$ cat config.mk
export PLATFORM = sky130hd
export DESIGN_NAME = daily_light_feeder_scheduler_unit
export DESIGN_NICKNAME = d
export VERILOG_FILES = /design/src/dlfs_pkg.sv /design/src/dlfs_core.sv /design/src/daily_light_feeder_scheduler_unit.sv
export VERILOG_INCLUDE_DIRS = /design/src /design/src/src
export SDC_FILE = /design/constraint.sdc
export NUM_CORES = 1
export LEC_CHECK = 0
export BUFFER_PORTS_ARGS = -buffer_cell sky130_fd_sc_hd__clkbuf_2
export CAP_MARGIN = 20
export CORE_UTILIZATION = 50
export CTS_CLUSTER_SIZE = 28
export DETAILED_ROUTE_END_ITERATION = 10
export PLACE_DENSITY = 0.7
export SYNTH_ARGS = -nofsm -noshare
export SYNTH_HDL_FRONTEND = slang
export SYNTH_HIERARCHICAL = 1
export SYNTH_SLANG_ARGS = --single-unit
$ cat constraint.sdc
create_clock -name i_clk -period 13 [get_ports i_clk]
set_input_delay 1.3 -clock i_clk [delete_from_list [all_inputs] [get_ports i_clk]]
set_output_delay 1.3 -clock i_clk [all_outputs]
set_load 0.05 [all_outputs]
$ cat src/daily_light_feeder_scheduler_unit_assert.svh
// Assertion macros used by the scheduler top level.
`ifndef DAILY_LIGHT_FEEDER_SCHEDULER_UNIT_ASSERT_SVH
`define DAILY_LIGHT_FEEDER_SCHEDULER_UNIT_ASSERT_SVH

// Same-cycle implication, sampled on i_clk and disabled during reset.
`define DLFS_ASSERT_NOW(label, ante, cons) \
    label: assert property (@(posedge i_clk) disable iff (!i_rst_n) (ante) |-> (cons)) \
        else $error("scheduler assertion failed");

// Next-cycle implication, sampled on i_clk and disabled during reset.
`define DLFS_ASSERT_NEXT(label, ante, cons) \
    label: assert property (@(posedge i_clk) disable iff (!i_rst_n) (ante) |=> (cons)) \
        else $error("scheduler assertion failed");

`endif

$ cat src/dlfs_pkg.sv
// Types and constants of the daily light and feeder scheduler.
`default_nettype none

package dlfs_pkg;

    localparam int MINUTE_W  = 11;
    localparam int MS_W      = 32;
    localparam int GRAMS_W   = 10;
    localparam int SPAN_W    = 27;
    localparam int FEED_MS_W = 18;

    typedef logic [MINUTE_W-1:0]  t_minute;
    typedef logic [MS_W-1:0]      t_ms;
    typedef logic [GRAMS_W-1:0]   t_grams;
    typedef logic [SPAN_W-1:0]    t_span;
    typedef logic [FEED_MS_W-1:0] t_feed_ms;

    localparam t_minute DAY_MINUTES    = 11'd1440;
    localparam t_minute LIGHT_TRIM_MIN = 11'd5;
    localparam t_ms     ACTION_MS      = 32'd300000;
    localparam t_ms     FEED_GAP_MS    = 32'd60000;
    localparam int      MS_PER_MINUTE  = 60000;
    localparam int      MS_PER_GRAM    = 200;

    // Register indexes on the configuration port; feed slots follow the last one.
    localparam int REG_SUNRISE     = 0;
    localparam int REG_SUNSET      = 1;
    localparam int REG_FEED_AMOUNT = 2;
    localparam int REG_FEED_SLOT0  = 3;

    localparam t_minute RST_SUNRISE   = 11'd375;
    localparam t_minute RST_SUNSET    = 11'd1210;
    localparam t_grams  RST_FEED_AMT  = 10'd0;
    localparam t_minute RST_FEED_SLOT = 11'd2047;

    typedef struct packed {
        t_minute minute_of_day;
        t_ms     now_ms;
        logic    feed_now;
    } t_tick;

    typedef struct packed {
        t_minute  sunrise_minute;
        t_minute  sunset_minute;
        t_feed_ms feed_ms;
        t_span    span_ms;
    } t_cfg;

    typedef struct packed {
        logic sunrise_pulse;
        logic sunset_pulse;
        logic light_on;
        logic feeder_on;
    } t_result;

endpackage

`default_nettype wire

$ cat src/dlfs_core.sv
// Per-tick scheduling logic and the busy flags and time stamps it keeps.
`default_nettype none

module dlfs_core #(
    parameter int FEED_SLOTS = 4
) (
    input  wire logic             i_clk,
    input  wire logic             i_rst_n,
    input  wire logic             i_step,
    input  wire dlfs_pkg::t_tick  i_tick,
    input  wire dlfs_pkg::t_cfg   i_cfg,
    input  wire dlfs_pkg::t_minute i_feed_slot [FEED_SLOTS],
    output dlfs_pkg::t_result     o_result
);
    import dlfs_pkg::*;

    logic r_sunrise_busy, r_sunset_busy, r_light_busy, r_feeder_busy;
    t_ms  r_sunrise_stamp, r_sunset_stamp, r_light_stamp, r_feeder_stamp, r_last_feed_stamp;

    logic n_sunrise_busy, n_sunset_busy, n_light_busy, n_feeder_busy;
    t_ms  n_sunrise_stamp, n_sunset_stamp, n_light_stamp, n_feeder_stamp, n_last_feed_stamp;

    logic manual_start, rise_start, set_start, slot_hit, slot_start, light_start;
    logic rise_busy1, set_busy1, feeder_busy1, light_busy1;
    t_ms  now, rise_stamp1, set_stamp1, feeder_stamp1, last_stamp1, light_stamp1;
    t_ms  rise_age, set_age, feeder_age, light_age, gap_age;
    t_minute minute;

    always_comb begin
        now    = i_tick.now_ms;
        minute = i_tick.minute_of_day;

        // A manual request only starts an idle feeder.
        manual_start = i_tick.feed_now && !r_feeder_busy;
        feeder_busy1 = r_feeder_busy || manual_start;
        feeder_stamp1 = manual_start ? now : r_feeder_stamp;
        last_stamp1   = manual_start ? now : r_last_feed_stamp;

        rise_start = (i_cfg.sunrise_minute < DAY_MINUTES) &&
                     (minute == i_cfg.sunrise_minute) && !r_sunrise_busy;
        set_start  = (i_cfg.sunset_minute < DAY_MINUTES) &&
                     (minute == i_cfg.sunset_minute) && !r_sunset_busy;
        rise_busy1  = r_sunrise_busy || rise_start;
        set_busy1   = r_sunset_busy || set_start;
        rise_stamp1 = rise_start ? now : r_sunrise_stamp;
        set_stamp1  = set_start ? now : r_sunset_stamp;

        slot_hit = 1'b0;
        for (int k = 0; k < FEED_SLOTS; k++) begin
            if (i_feed_slot[k] < DAY_MINUTES && i_feed_slot[k] == minute) begin
                slot_hit = 1'b1;
            end
        end
        // After the first slot start the gap to itself is zero, so one start is enough.
        gap_age    = now - last_stamp1;
        slot_start = slot_hit && (gap_age >= FEED_GAP_MS);
        if (slot_start) begin
            feeder_busy1  = 1'b1;
            feeder_stamp1 = now;
            last_stamp1   = now;
        end

        rise_age    = now - rise_stamp1;
        light_start = rise_busy1 && !r_light_busy && (rise_age >= ACTION_MS);
        light_busy1  = r_light_busy || light_start;
        light_stamp1 = light_start ? now : r_light_stamp;
        light_age    = now - light_stamp1;

        n_light_busy  = light_busy1 && !(light_age >= MS_W'(i_cfg.span_ms));
        n_light_stamp = light_stamp1;

        feeder_age     = now - feeder_stamp1;
        n_feeder_busy  = feeder_busy1 && !(feeder_age >= MS_W'(i_cfg.feed_ms)) &&
                         (i_cfg.feed_ms != '0);
        n_feeder_stamp    = feeder_stamp1;
        n_last_feed_stamp = last_stamp1;

        set_age        = now - set_stamp1;
        n_sunrise_busy = rise_busy1 && !(rise_age >= ACTION_MS) && (minute != '0);
        n_sunset_busy  = set_busy1 && !(set_age >= ACTION_MS) && (minute != '0);
        n_sunrise_stamp = rise_stamp1;
        n_sunset_stamp  = set_stamp1;

        o_result.sunrise_pulse = rise_start;
        o_result.sunset_pulse  = set_start;
        o_result.light_on      = n_light_busy;
        o_result.feeder_on     = n_feeder_busy;
    end

    always_ff @(posedge i_clk) begin
        if (!i_rst_n) begin
            r_sunrise_busy    <= 1'b0;
            r_sunset_busy     <= 1'b0;
            r_light_busy      <= 1'b0;
            r_feeder_busy     <= 1'b0;
            r_sunrise_stamp   <= '0;
            r_sunset_stamp    <= '0;
            r_light_stamp     <= '0;
            r_feeder_stamp    <= '0;
            r_last_feed_stamp <= '0;
        end else if (i_step) begin
            r_sunrise_busy    <= n_sunrise_busy;
            r_sunset_busy     <= n_sunset_busy;
            r_light_busy      <= n_light_busy;
            r_feeder_busy     <= n_feeder_busy;
            r_sunrise_stamp   <= n_sunrise_stamp;
            r_sunset_stamp    <= n_sunset_stamp;
            r_light_stamp     <= n_light_stamp;
            r_feeder_stamp    <= n_feeder_stamp;
            r_last_feed_stamp <= n_last_feed_stamp;
        end
    end

endmodule

`default_nettype wire

$ cat src/daily_light_feeder_scheduler_unit.sv
// Top level of the daily light and feeder scheduler: ports, configuration and pipeline.
// A tick request passes the input register, then the result register, on its way to a result;
// throughput is one tick request per cycle while the output side does not stall.
// All slot and stamp compares run in parallel in the single logic stage between them.
// Reset (synchronous, active low) empties both registers, clears all busy flags
// and stamps, and loads the configuration registers with their defaults.
`default_nettype none

`include "daily_light_feeder_scheduler_unit_assert.svh"

module daily_light_feeder_scheduler_unit #(
    parameter int FEED_SLOTS = 4
) (
    input  wire logic        i_clk,
    input  wire logic        i_rst_n,
    input  wire logic        i_s_axis_tvalid,
    output logic             o_s_axis_tready,
    // [10:0] minute_of_day, [42:11] now_ms, [43] feed_now, [47:44] zero
    input  wire logic [47:0] i_s_axis_tdata,
    output logic             o_m_axis_tvalid,
    input  wire logic        i_m_axis_tready,
    // [0] sunrise_pulse, [1] sunset_pulse, [2] light_on, [3] feeder_on, [7:4] zero
    output logic [7:0]       o_m_axis_tdata,
    input  wire logic        psel,
    input  wire logic        penable,
    input  wire logic        pwrite,
    input  wire logic [$clog2(4*(3+FEED_SLOTS))-1:0] paddr,
    input  wire logic [31:0] pwdata,
    output logic [31:0]      prdata,
    output logic             pready
);
    import dlfs_pkg::*;

    localparam int NUM_REGS = REG_FEED_SLOT0 + FEED_SLOTS;
    localparam int ADDR_W   = $clog2(4*NUM_REGS);
    localparam int IDX_W    = ADDR_W - 2;

    // Configuration registers.
    t_minute r_sunrise_minute, r_sunset_minute;
    t_grams  r_feed_amount;
    t_minute r_feed_slot [FEED_SLOTS];
    t_span   r_span_ms;
    t_feed_ms r_feed_ms;

    logic [IDX_W-1:0] reg_idx;
    logic             cfg_write;

    assign pready    = 1'b1;
    assign reg_idx   = paddr[ADDR_W-1:2];
    assign cfg_write = psel && penable && pwrite && pready;

    always_ff @(posedge i_clk) begin
        if (!i_rst_n) begin
            r_sunrise_minute <= RST_SUNRISE;
            r_sunset_minute  <= RST_SUNSET;
            r_feed_amount    <= RST_FEED_AMT;
        end else if (cfg_write) begin
            if (reg_idx == IDX_W'(REG_SUNRISE)) begin
                r_sunrise_minute <= pwdata[MINUTE_W-1:0];
            end
            if (reg_idx == IDX_W'(REG_SUNSET)) begin
                r_sunset_minute <= pwdata[MINUTE_W-1:0];
            end
            if (reg_idx == IDX_W'(REG_FEED_AMOUNT)) begin
                r_feed_amount <= pwdata[GRAMS_W-1:0];
            end
        end
    end

    for (genvar k = 0; k < FEED_SLOTS; k++) begin : g_slot
        always_ff @(posedge i_clk) begin
            if (!i_rst_n) begin
                r_feed_slot[k] <= RST_FEED_SLOT;
            end else if (cfg_write && reg_idx == IDX_W'(REG_FEED_SLOT0 + k)) begin
                r_feed_slot[k] <= pwdata[MINUTE_W-1:0];
            end
        end
    end

    always_comb begin
        prdata = '0;
        unique case (reg_idx)
            IDX_W'(REG_SUNRISE):     prdata = 32'(r_sunrise_minute);
            IDX_W'(REG_SUNSET):      prdata = 32'(r_sunset_minute);
            IDX_W'(REG_FEED_AMOUNT): prdata = 32'(r_feed_amount);
            default: begin
                for (int k = 0; k < FEED_SLOTS; k++) begin
                    if (reg_idx == IDX_W'(REG_FEED_SLOT0 + k)) begin
                        prdata = 32'(r_feed_slot[k]);
                    end
                end
            end
        endcase
    end

    // Light span and feed time follow the configuration in the next cycle, which is
    // before any tick taken after a write reaches the logic stage.
    logic [MINUTE_W:0] set_ext, span_min;
    logic              minutes_ok;

    always_comb begin
        minutes_ok = (r_sunrise_minute < DAY_MINUTES) && (r_sunset_minute < DAY_MINUTES);
        set_ext    = {1'b0, r_sunset_minute};
        if (r_sunset_minute < r_sunrise_minute) begin
            set_ext = set_ext + {1'b0, DAY_MINUTES};
        end
        span_min = set_ext - {1'b0, r_sunrise_minute};
        if (span_min >= {1'b0, LIGHT_TRIM_MIN}) begin
            span_min = span_min - {1'b0, LIGHT_TRIM_MIN};
        end
        if (!minutes_ok) begin
            span_min = '0;
        end
    end

    always_ff @(posedge i_clk) begin
        r_span_ms <= SPAN_W'(span_min) * SPAN_W'(MS_PER_MINUTE);
        r_feed_ms <= FEED_MS_W'(r_feed_amount) * FEED_MS_W'(MS_PER_GRAM);
    end

    // Two-register pipeline: input register, logic, result register.
    logic    r_in_valid, r_out_valid;
    t_tick   r_tick;
    t_result r_result, core_result;
    t_cfg    core_cfg;
    logic    step;

    assign step            = r_in_valid && (!r_out_valid || i_m_axis_tready);
    assign o_s_axis_tready = !r_in_valid || step;
    assign o_m_axis_tvalid = r_out_valid;
    assign o_m_axis_tdata  = {4'b0000, r_result.feeder_on, r_result.light_on,
                              r_result.sunset_pulse, r_result.sunrise_pulse};

    always_ff @(posedge i_clk) begin
        if (!i_rst_n) begin
            r_in_valid  <= 1'b0;
            r_out_valid <= 1'b0;
        end else begin
            if (i_s_axis_tvalid && o_s_axis_tready) begin
                r_in_valid <= 1'b1;
            end else if (step) begin
                r_in_valid <= 1'b0;
            end
            if (step) begin
                r_out_valid <= 1'b1;
            end else if (i_m_axis_tready) begin
                r_out_valid <= 1'b0;
            end
        end
    end

    always_ff @(posedge i_clk) begin
        if (i_s_axis_tvalid && o_s_axis_tready) begin
            r_tick.minute_of_day <= i_s_axis_tdata[10:0];
            r_tick.now_ms        <= i_s_axis_tdata[42:11];
            r_tick.feed_now      <= i_s_axis_tdata[43];
        end
        if (step) begin
            r_result <= core_result;
        end
    end

    always_comb begin
        core_cfg.sunrise_minute = r_sunrise_minute;
        core_cfg.sunset_minute  = r_sunset_minute;
        core_cfg.feed_ms        = r_feed_ms;
        core_cfg.span_ms        = r_span_ms;
    end

    dlfs_core #(
        .FEED_SLOTS (FEED_SLOTS)
    ) u_core (
        .i_clk       (i_clk),
        .i_rst_n     (i_rst_n),
        .i_step      (step),
        .i_tick      (r_tick),
        .i_cfg       (core_cfg),
        .i_feed_slot (r_feed_slot),
        .o_result    (core_result)
    );

    // The feeder can only be reported running with a nonzero feed amount.
    `DLFS_ASSERT_NOW(a_feeder_needs_amount, r_out_valid && r_result.feeder_on, r_feed_amount != '0)
    // A sunrise pulse needs a valid sunrise minute.
    `DLFS_ASSERT_NOW(a_rise_minute_valid, r_out_valid && r_result.sunrise_pulse, r_sunrise_minute < DAY_MINUTES)
    // A stalled result must not be overwritten by a tick that moves on.
    `DLFS_ASSERT_NOW(a_no_overrun, r_out_valid && !i_m_axis_tready, !step)

endmodule

`default_nettype wire

# Yosys cells after proc, flatten, opt, wreduce, memory -nomap -nowiden
# Cells that the tools add are included.
[totals]
ff_bits = 327
elab_cells = 138
inputBits = 92
output_inout_bits = 43
[classes]
addsub = 8
n_mul = 2
magnitude_cmp = 13
n_mux = 24
n_reduce_logical = 52
n_eq_ne = 12
[op_table]
columns = ["operator", "n"]
rows = [
  ["$mux 32", 10],
  ["$sub 32x32->32", 5],
  ["$pmux 32 s3", 1],
  ["$eq 11x11->1", 6],
  ["$lt 11x11->1 const B", 6],
  ["$ge 32x19->1 const B", 2],
  ["$mux 12", 3],
  ["$ge 32x16->1 const B", 1],
  ["$ge 32x18->1", 1],
  ["$ge 32x27->1", 1],
  ["$logic_and 1x1->1", 28],
  ["$mul 12x11->22 const B", 1],
  ["$reduce_bool 18->1", 1],
  ["$mul 10x5->15 const B", 1],
  ["$add 11x11->12 const B", 1],
  ["$ge 12x3->1 const B", 1],
  ["$sub 12x11->12", 1],
  ["$sub 12x3->12 const B", 1],
  ["$lt 11x11->1", 1],
  ["$mux 11", 1],
  ["$reduce_bool 11->1", 1],
  ["$logic_not 1->1", 10],
  ["$eq 3x3->1 const B", 3],
  ["$mux 1", 9],
  ["6 further kinds", 15],
]

# Logic depth before layout (Yosys ltp)
# Gate-level depths: netlist of the first run.
[depth]
word_depth = 13
mapped_depth = 58

# Hierarchy
# The synthesis of the first run kept the hierarchy.
[modules_own_cells]
columns = ["mod", "seq_area_each_um2", "instances", "area_per_inst_um2", "cells_each"]
rows = [
  ["dlfs_core", 3283.1, 1, 18023.5, 2300],
  ["daily_light_feeder_scheduler_unit", 3743.6, 1, 10483.8, 1098],
]

# Worst setup path before layout of the first run
# OpenSTA, ideal clock, no wires.
[synth_timing]
kind = "flip-flop to flip-flop"
startpoint = "reg r_tick[41] (netlist name)"
endpoint = "reg r_result (netlist bit o_m_axis_tdata[2]) (data pin)"
slack_ns = 2.488
n_path_buf = 4
required_time_ns = 12.875
setup_time_ns = 0.125
arrival_time_ns = 10.386
period_less_slack_ns = 10.512
stages_incl_launch_ff = 57
path_cell_list = "edfxtp_1 > buf_6 > xnor2_1 > nand2_1 > nor4_4 > nand2_2 > inv_2 > buf_2 > buf_1 > mux2i_1 > ha_1 > a21oi_1 > nand2_1 > o21ai_1 > nor4_1 > or4_4 > or2_4 > xnor2_2 > [21 not listed] > ha_1 > a21o_1 > a21oi_1 > nor2b_1 > o21ai_0 > nand2b_1 > a21oi_1 > nor2b_1 > o21ai_0 > nand2b_1 > a21oi_1 > nor2b_1 > o21ai_0 > nand4_1 > a2111o_1 > nor4b_2 > and2_1 > buf_4"
[synth_between]
elab_chain_len = 12
[synth_lines]
columns = ["element", "line", "text"]
rows = [
  ["start: declaration", "daily_light_feeder_scheduler_unit.sv:123", "t_tick r_tick;"],
  ["$eq 11x11->1 (*)", "dlfs_core.sv:40", "(minute == i_cfg.sunrise_minute) && !r_sunrise_busy;"],
  ["$logic_and 1x1->1 (*)", "dlfs_core.sv:39", "rise_start = (i_cfg.sunrise_minute < DAY_MINUTES) &&"],
  ["$logic_and 1x1->1 (*)", "dlfs_core.sv:40", ""],
  ["named net u_core.rise_start", "dlfs_core.sv:23", "logic manual_start, rise_start, set_start, slot_hit, slot_start, light_start;"],
  ["$mux 32", "dlfs_core.sv:45", "rise_stamp1 = rise_start ? now : r_sunrise_stamp;"],
  ["$sub 32x32->32", "dlfs_core.sv:63", "rise_age = now - rise_stamp1;"],
  ["$ge 32x19->1", "dlfs_core.sv:64", "light_start = rise_busy1 && !r_light_busy && (rise_age >= ACTION_MS);"],
  ["$logic_and 1x1->1 (*)", "dlfs_core.sv:64", ""],
  ["$mux 32", "dlfs_core.sv:66", "light_stamp1 = light_start ? now : r_light_stamp;"],
  ["$sub 32x32->32", "dlfs_core.sv:67", "light_age = now - light_stamp1;"],
  ["$ge 32x27->1", "dlfs_core.sv:69", "n_light_busy = light_busy1 && !(light_age >= MS_W'(i_cfg.span_ms));"],
  ["$logic_not 1->1", "dlfs_core.sv:69", ""],
  ["$logic_and 1x1->1 (*)", "dlfs_core.sv:69", ""],
  ["named net u_core.n_light_busy", "dlfs_core.sv:20", "logic n_sunrise_busy, n_sunset_busy, n_light_busy, n_feeder_busy;"],
  ["end signal: assignment", "daily_light_feeder_scheduler_unit.sv:159", "r_result <= core_result;"],
  ["end: declaration", "daily_light_feeder_scheduler_unit.sv:124", "t_result r_result, core_result;"],
]
# The timed path passes the listed nets; every way through them passes the cells marked *.
# A chain may end at the register's enable or synchronous reset.

==> results.yml, run 1 <==
logic_synthesis:
  synth.largest_area_cell: "dfxtp_1"
  yosys.area.top_type_share_pct: 19.59
  yosys-top-cells-area: "dfxtp_1 20%, ha_1 14%, mux2i_1 6.4%"
  async_flop_share_pct: 0
  postSynthCellCount: 3398
  ys_seq_elements: 327
  synth_edf_count: 48
  yosysMostFrequentCell: "nand2_1"
  synth.distinct_cells: 101
  postSynthAreaPerCell_um2: 8.389
  synth_area_um2: 28510
  yosysWarnings: 6
  synth_flop_cell: "dfxtp_1"
  ys_seq_area_share_pct: 24.65
  synth_common_cells: "437 x nand2_1, 318 x ha_1, 279 x dfxtp_1, 210 x inv_1, 182 x mux2i_1"
floorplan:
  die_w_um: 240.8
  rows: 87
  core-area_um2: 56390
  dieHeight_um: 240.8
  start_util_pct: 50.56
  die_area_um2: 57970
  ios: 135
clocking:
  hold_buffers: 0
  clkTransAtPathRegs_ns: 0.06
  cts_root_buffer: "clkbuf_16"
  clock_path_buffers: 3
  cts_buffers: 39
  cts_setup_buffers: 0
  cts.sinks: 327
  clock_latency_ns: 0.58
  cts_resized: 0
  cts_tree: "yes"
  htreeDepth: 2
power:
  ir_drop_uv: 154.2
  power.density_nw_per_um2: 139.0
  intPower_mw: 2.683
  power_frac_seq_pct: 27.1
  p_switching_mw: 1.611
  swShare_pct: 37.51
  pwr-share-clk_pct: 26.9
  leakage_nw: 13.87
  p_comb_share_pct: 46.0
routing:
  dr.pass1.iters: 6
  postRouteAntennaNets: 0
  num_vias: 24290
  wl_per_cell_um: 17.79
  wirelength_mm: 74.80
  drt_iter0_markers: 1706
  vias_per_cell: 5.778
  drc: 0
global_route:
  grt_pass1_wl_mm: 118.8
  grt_usage_pct: 25.69
  grt_max_degree: 96
  grt_pass1_vias: 22150
  antenna_found_initial: 0
  grt-ovfl-total: 0
sta:
  rsz0062_at_grt: "false"
  setup_viol: 0
  hold_viol: 0
  finClkSkew_ns: 0.03935
  slew_viol_final: 0
  final.setup.worst_slack_ns: 1.072
  layout_min_cycle_time_ns: 11.93
  tns_ns: 0
  max_freq_mhz: 83.84
  relSlewSlack_pct: 34.32
  min_period_over_period_pct: 91.75
  hold_slack_ns: 0.4614
  tightest_slew_ns: 0.9853
placed_design:
  gp_congestion: 0.9465
  post-dp-hpwl_mm: 55.06
  io_buffers: 81
  dp_slack_ns: 1.081
setup_path:
  r2r_end: "o_m_axis_tdata[2]"
  cp.required_ns: 13.42
  cp.arrival_ns: 12.35
  r2r_slack_ns: 1.07
  cp-end-kind: "flip-flop"
  cp_common_cell: "a21oi_1"
  slowest_stage: "edfxtp_1"
  r2r_cells: 54
  startpoint_type: "flip-flop"
  path_class: "flip-flop to flip-flop"
  critical_path.max_stage_delay_ns: 0.60
  cp_max_fo: 20
  r2r-start: "r_tick[41]"
worst_hold_path:
  hold_end: "u_core/r_last_feed_stamp[21]"
  whs_path_depth: 2
  hold_path_class: "flip-flop to flip-flop"
  hold_start: "u_core/r_last_feed_stamp[21]"
final_layout:
  area_delta_synth_final_pct: 8.396
  num-fill-cells: 5293
  final_net_count: 3880
  final_layout_size_suffix_gt1_share_pct: 7.454
  n_antenna_cell: 0
  regArea_um2: 7027
  multiInputGateArea_um2: 20010
outcome:
  outcome: "finished clean"
run:
  maxCapViolCount: 0
==> placed cells by master, fill, tap and decap left out, types with 16 or more instances in the layout <==
cell type | netlist | final
xnor2_1 | 109 | 109
o21bai_1 | 17 | 17
a21oi_1 | 174 | 172
o211a_1 | 91 | 91
inv_1 | 210 | 210
nor4_1 | 29 | 29
clkbuf_2 | 0 | 80
dfxtp_1 | 279 | 279
a221oi_1 | 16 | 16
nand2_1 | 437 | 437
nor2_1 | 180 | 179
nand4_1 | 37 | 37
and2_1 | 17 | 16
xor2_1 | 73 | 73
a211oi_1 | 22 | 22
clkbuf_16 | 0 | 41
a21boi_0 | 88 | 88
and3_1 | 21 | 21
nand3_1 | 78 | 78
a31oi_1 | 21 | 21
ha_1 | 318 | 318
or3_1 | 18 | 18
conb_1 | 2 | 37
nand2b_1 | 50 | 49
nor2b_1 | 53 | 50
o21a_1 | 38 | 38
buf_4 | 33 | 46
a21o_1 | 86 | 86
edfxtp_1 | 48 | 48
nor3_1 | 50 | 50
fa_1 | 51 | 51
o21ai_0 | 156 | 156
mux2i_1 | 182 | 182
o211ai_1 | 35 | 35
==> routing by layer <==
layer / global-route usage [%] / vias up / wire length, µm
li1: - / 12180 / -
met1: 36.15 / 11300 / 35340
met2: 39.79 / 673 / 32380
met3: 3.489 / 137 / 4208
met4: 9.762 / 0 / 2878
met5: 0 / - / 0
==> registers in the layout, summed over array words and instances (netlist names), 15 cells and up <==
name / count
u_core/r_light_stamp: 32
u_core/r_last_feed_stamp: 32
r_span_ms: 22
r_feed_slot: 44
u_core/r_feeder_stamp: 32
r_tick: 44
r_feed_ms: 15
u_core/r_sunrise_stamp: 32
u_core/r_sunset_stamp: 32
==> final cells by class <==
type,count,area share [%]
multi-input combinational,2711,64.75
tap,756,3.061
clock inverter,18,0.8017
inverter,212,2.575
timing repair buffer,128,2.486
clock buffer,52,3.583
sequential,327,22.74
==> worst max path at each step <==
stage                     from           endpoint  slack [ns]
finish              r_tick[41]  o_m_axis_tdata[2]        1.07
global route        r_tick[41]  o_m_axis_tdata[2]        0.04
CTS                 r_tick[41]  o_m_axis_tdata[2]        1.01
global placement    r_tick[41]  o_m_axis_tdata[2]        1.19
detailed placement  r_tick[41]  o_m_axis_tdata[2]        1.08
floorplan           r_tick[41]  o_m_axis_tdata[2]        2.49
==> stage by stage <==
stage	instances	area [µm²]	power (mW)	util [%]
2_1_floorplan	3433	28640	2.755	-
3_3_place_gp	4133	29530	3.126	52.37
4_1_cts	4204	30900	4.324	54.80
5_1_grt	4204	30900	4.647	54.80
3_5_place_dp	4134	29540	3.145	52.39
6_report	4204	30900	4.294	54.80
==> power by group through the flow <==
stage	combinational (mW)	clock (mW)	sequential [mW]
floorplan	1.58	0	1.17
global route	2.26	1.22	1.17
finish	1.98	1.15	1.16
detailed placement	1.96	0	1.18
global placement	1.94	0	1.18
CTS	1.98	1.18	1.16
==> cell families (layout without fill, tap and decap cells) <==
group	after synthesis	after routing	synth area share (%)
other	2	37	0.02634
XOR/XNOR	184	184	5.706
AO/OA/AOI/OAI	896	896	22.16
flip-flops	327	327	24.65
adder cells (fa/ha/maj)	371	371	17.61
buffers and inverters	395	410	5.842
AND/OR/NAND/NOR	1033	1033	17.31
multiplexers	190	190	6.706
==> worst max-delay path, delay by kind of cell (launching register included) <==
family / cells / cell delay [ns]
AOI/OAI and AO/OA: 26 / 5.08
xor gates and xnor gates: 3 / 0.49
adders and majority gates: 4 / 1.09
buffers and inverters: 3 / 0.60
DFF: 1 / 0.60
muxes: 1 / 0.17
and+or+nand+nor: 17 / 3.71
Power figures use the tool's default switching activity.
==> run 2, diff against run 1 <==
--- a/config.mk
+++ b/config.mk
@@ -14,5 +14,4 @@
 export PLACE_DENSITY = 0.7
 export SYNTH_ARGS = -nofsm -noshare
 export SYNTH_HDL_FRONTEND = slang
-export SYNTH_HIERARCHICAL = 1
 export SYNTH_SLANG_ARGS = --single-unit
==> run 2 against run 1 <==
Global-route usage decreased by 0.43 points; sequential share of layout area rose by 1.0 points; register-to-register slack worse by 0.09 ns; setup slack lost 0.088 ns; critical endpoint unchanged; largest cell class unchanged.
==> results.yml, run 2 <==
floorplan:
  start_util_pct: 50.73
  ios: 135
  dieHeight_um: 235.9
  die_area_um2: 55650
  rows: 85
  die_w_um: 235.9
  core-area_um2: 53920
setup_path:
  r2r_end: "o_m_axis_tdata[2]"
  cp.arrival_ns: 12.44
  critical_path.max_stage_delay_ns: 0.62
  path_class: "flip-flop to flip-flop"
  r2r_cells: 51
  cp-end-kind: "flip-flop"
  r2r_slack_ns: 0.98
  cp.required_ns: 13.42
  r2r-start: "r_tick[39]"
  slowest_stage: "edfxtp_1"
  startpoint_type: "flip-flop"
  cp_max_fo: 19
  cp_common_cell: "o21ai_0"
clocking:
  cts_tree: "yes"
  cts.sinks: 327
  clkTransAtPathRegs_ns: 0.06
  hold_buffers: 0
  clock_path_buffers: 3
  clock_latency_ns: 0.57
  cts_resized: 0
  cts_root_buffer: "clkbuf_16"
  htreeDepth: 2
  cts_setup_buffers: 0
  cts_buffers: 38
logic_synthesis:
  synthMuxAreaShare_pct: 9.239
  synth.distinct_cells: 91
  synth_edf_count: 48
  synth_fa_ha_area_share_pct: 17.88
  synth-xor-area-share_pct: 6.307
  synth_top_family_by_area: "compound AO/OA/AOI/OAI gates"
  yosys-top-cells-area: "dfxtp_1 20%, ha_1 14%, mux2i_1 8.9%"
  synthSimpleGateAreaFrac_pct: 15.93
  synth_flop_cell: "dfxtp_1"
  ys_seq_area_share_pct: 25.69
  synth_area_um2: 27360
  synth-compound-area-share_pct: 19.18
  async_flop_share_pct: 0
  yosysMostFrequentCell: "nor2_1"
  synth.largest_area_cell: "dfxtp_1"
  ys_seq_elements: 327
  postSynthCellCount: 3249
  postSynthAreaPerCell_um2: 8.420
  yosys.area.top_type_share_pct: 20.42
  synth_common_cells: "315 x nor2_1, 307 x ha_1, 279 x dfxtp_1, 242 x mux2i_1, 238 x nand2_1"
  yosysWarnings: 0
sta:
  relSlewSlack_pct: 35.05
  tns_ns: 0
  final.setup.worst_slack_ns: 0.9841
  min_period_over_period_pct: 92.43
  rsz0062_at_grt: "false"
  max_freq_mhz: 83.22
  hold_viol: 0
  hold_slack_ns: 0.4248
  setup_viol: 0
  layout_min_cycle_time_ns: 12.02
  slew_viol_final: 0
  tightest_slew_ns: 0.9654
  finClkSkew_ns: 0.01712
power:
  power_frac_seq_pct: 27.9
  p_comb_share_pct: 45.3
  power.density_nw_per_um2: 142.3
  p_switching_mw: 1.568
  leakage_nw: 12.47
  swShare_pct: 37.25
  intPower_mw: 2.642
  ir_drop_uv: 162.8
  pwr-share-clk_pct: 26.8
routing:
  drc: 0
  dr.pass1.iters: 6
  drt_iter0_markers: 1868
  wl_per_cell_um: 17.89
  postRouteAntennaNets: 0
  vias_per_cell: 5.814
  num_vias: 23210
  wirelength_mm: 71.41
global_route:
  grt_pass1_wl_mm: 114.3
  antenna_found_initial: 0
  grt_max_degree: 112
  grt-ovfl-total: 0
  grt_pass1_vias: 21420
  grt_usage_pct: 25.27
worst_hold_path:
  hold_end: "r_feed_ms[5]"
  hold_start: "r_feed_amount[2]"
  hold_path_class: "flip-flop to flip-flop"
  whs_path_depth: 0
final_layout:
  top_regs: "r_feed_slot: 44 flops, r_tick: 44 flops"
  final_net_count: 3717
  final_common_cell: "nor2_1"
  area_delta_synth_final_pct: 8.205
  final_layout_size_suffix_gt1_share_pct: 6.887
  num-fill-cells: 4992
  final_cell_mix: "314 x nor2_1, 307 x ha_1, 279 x dfxtp_1"
  n_antenna_cell: 0
placed_design:
  io_buffers: 81
  post-dp-hpwl_mm: 51.47
  dp_slack_ns: 1.255
  gp_congestion: 0.9283
run:
  maxCapViolCount: 0
outcome:
  outcome: "finished clean"
==> run 2: cell types whose count changed after synthesis, sizes merged, moves of 15 or more <==
cell | before | now
a211oi | 24 | 106
nor2 | 181 | 315
xnor2 | 110 | 95
a21oi | 177 | 216
nand2 | 438 | 238
o21bai | 17 | 32
o211a | 91 | 5
a21o | 86 | 70
xor2 | 74 | 102
a21boi | 88 | 10
nor2b | 53 | 38
mux2i | 182 | 242
==> run 2: cell type report <==
class / instances / area [µm²] / share of cell area, %
Timing Repair Buffer: 120 / 698.2 / 2.359
Tap cell: 696 / 870.8 / 2.942
Inverter: 214 / 813.3 / 2.747
Sequential cell: 327 / 7027 / 23.74
Clock buffer: 51 / 1104 / 3.728
Clock inverter: 19 / 198.9 / 0.6721
Multi-Input combinational cell: 2565 / 18890 / 63.81
==> run 2: per-stage QoR <==
stage / power [mW] / instance area (µm²) / std cells / util (%)
5_1_grt: 4.549 / 29600 / 3992 / 54.90
6_report: 4.211 / 29600 / 3992 / 54.90
4_1_cts: 4.243 / 29600 / 3992 / 54.90
3_5_place_dp: 3.082 / 28300 / 3922 / 52.48
3_3_place_gp: 3.058 / 28290 / 3921 / 52.47
2_1_floorplan: 2.692 / 27450 / 3273 / -
==> run 2: worst max path at each step <==
stage	startpoint	to	slack [ns]	cells after the start
floorplan	r_tick[39]	o_m_axis_tdata[2]	2.49	54
global placement	r_tick[39]	o_m_axis_tdata[2]	1.37	51
detailed placement	r_tick[39]	o_m_axis_tdata[2]	1.25	51
CTS	r_tick[37]	o_m_axis_tdata[2]	1.14	51
global route	r_tick[39]	o_m_axis_tdata[2]	0.18	51
finish	r_tick[39]	o_m_axis_tdata[2]	0.98	51
==> run 2: power groups by stage <==
| stage | logic (mW) | registers, mW | clock network, mW |
|---|---|---|---|
| 2_1_floorplan | 1.52 | 1.18 | 0 |
| 3_3_place_gp | 1.87 | 1.19 | 0 |
| 3_5_place_dp | 1.89 | 1.20 | 0 |
| 4_1_cts | 1.92 | 1.17 | 1.15 |
| 5_1_grt | 2.18 | 1.18 | 1.19 |
| 6_report | 1.91 | 1.17 | 1.13 |
==> run 2: critical path: cells and delay by family (launching register included) <==
kind	cells	cell delay [ns]
DFF	1	0.62
xor gates and xnor gates	3	0.58
adders and majority gates	5	1.26
muxes	3	0.83
AOI/OAI and AO/OA	24	5.14
and+or+nand+nor	14	2.52
buffers and inverters	2	0.92
==> run 2: logic make-up (layout without fill, tap and decap cells) <==
kind of cell / Yosys count / in the layout
adders and majority gates: 360 / 360
DFF: 327 / 327
muxes: 251 / 251
AOI/OAI and AO/OA: 804 / 804
and+or+nand+nor: 927 / 927
other: 2 / 26
buffers and inverters: 381 / 404
xor gates and xnor gates: 197 / 197
==> run 2: metal layers <==
layer	vias up	routed length (µm)	global-route usage, %
met5	-	0	0
met4	0	1863	7.447
met3	115	3935	2.984
met2	608	31030	39.83
met1	10850	34580	36.03
li1	11630	-	-
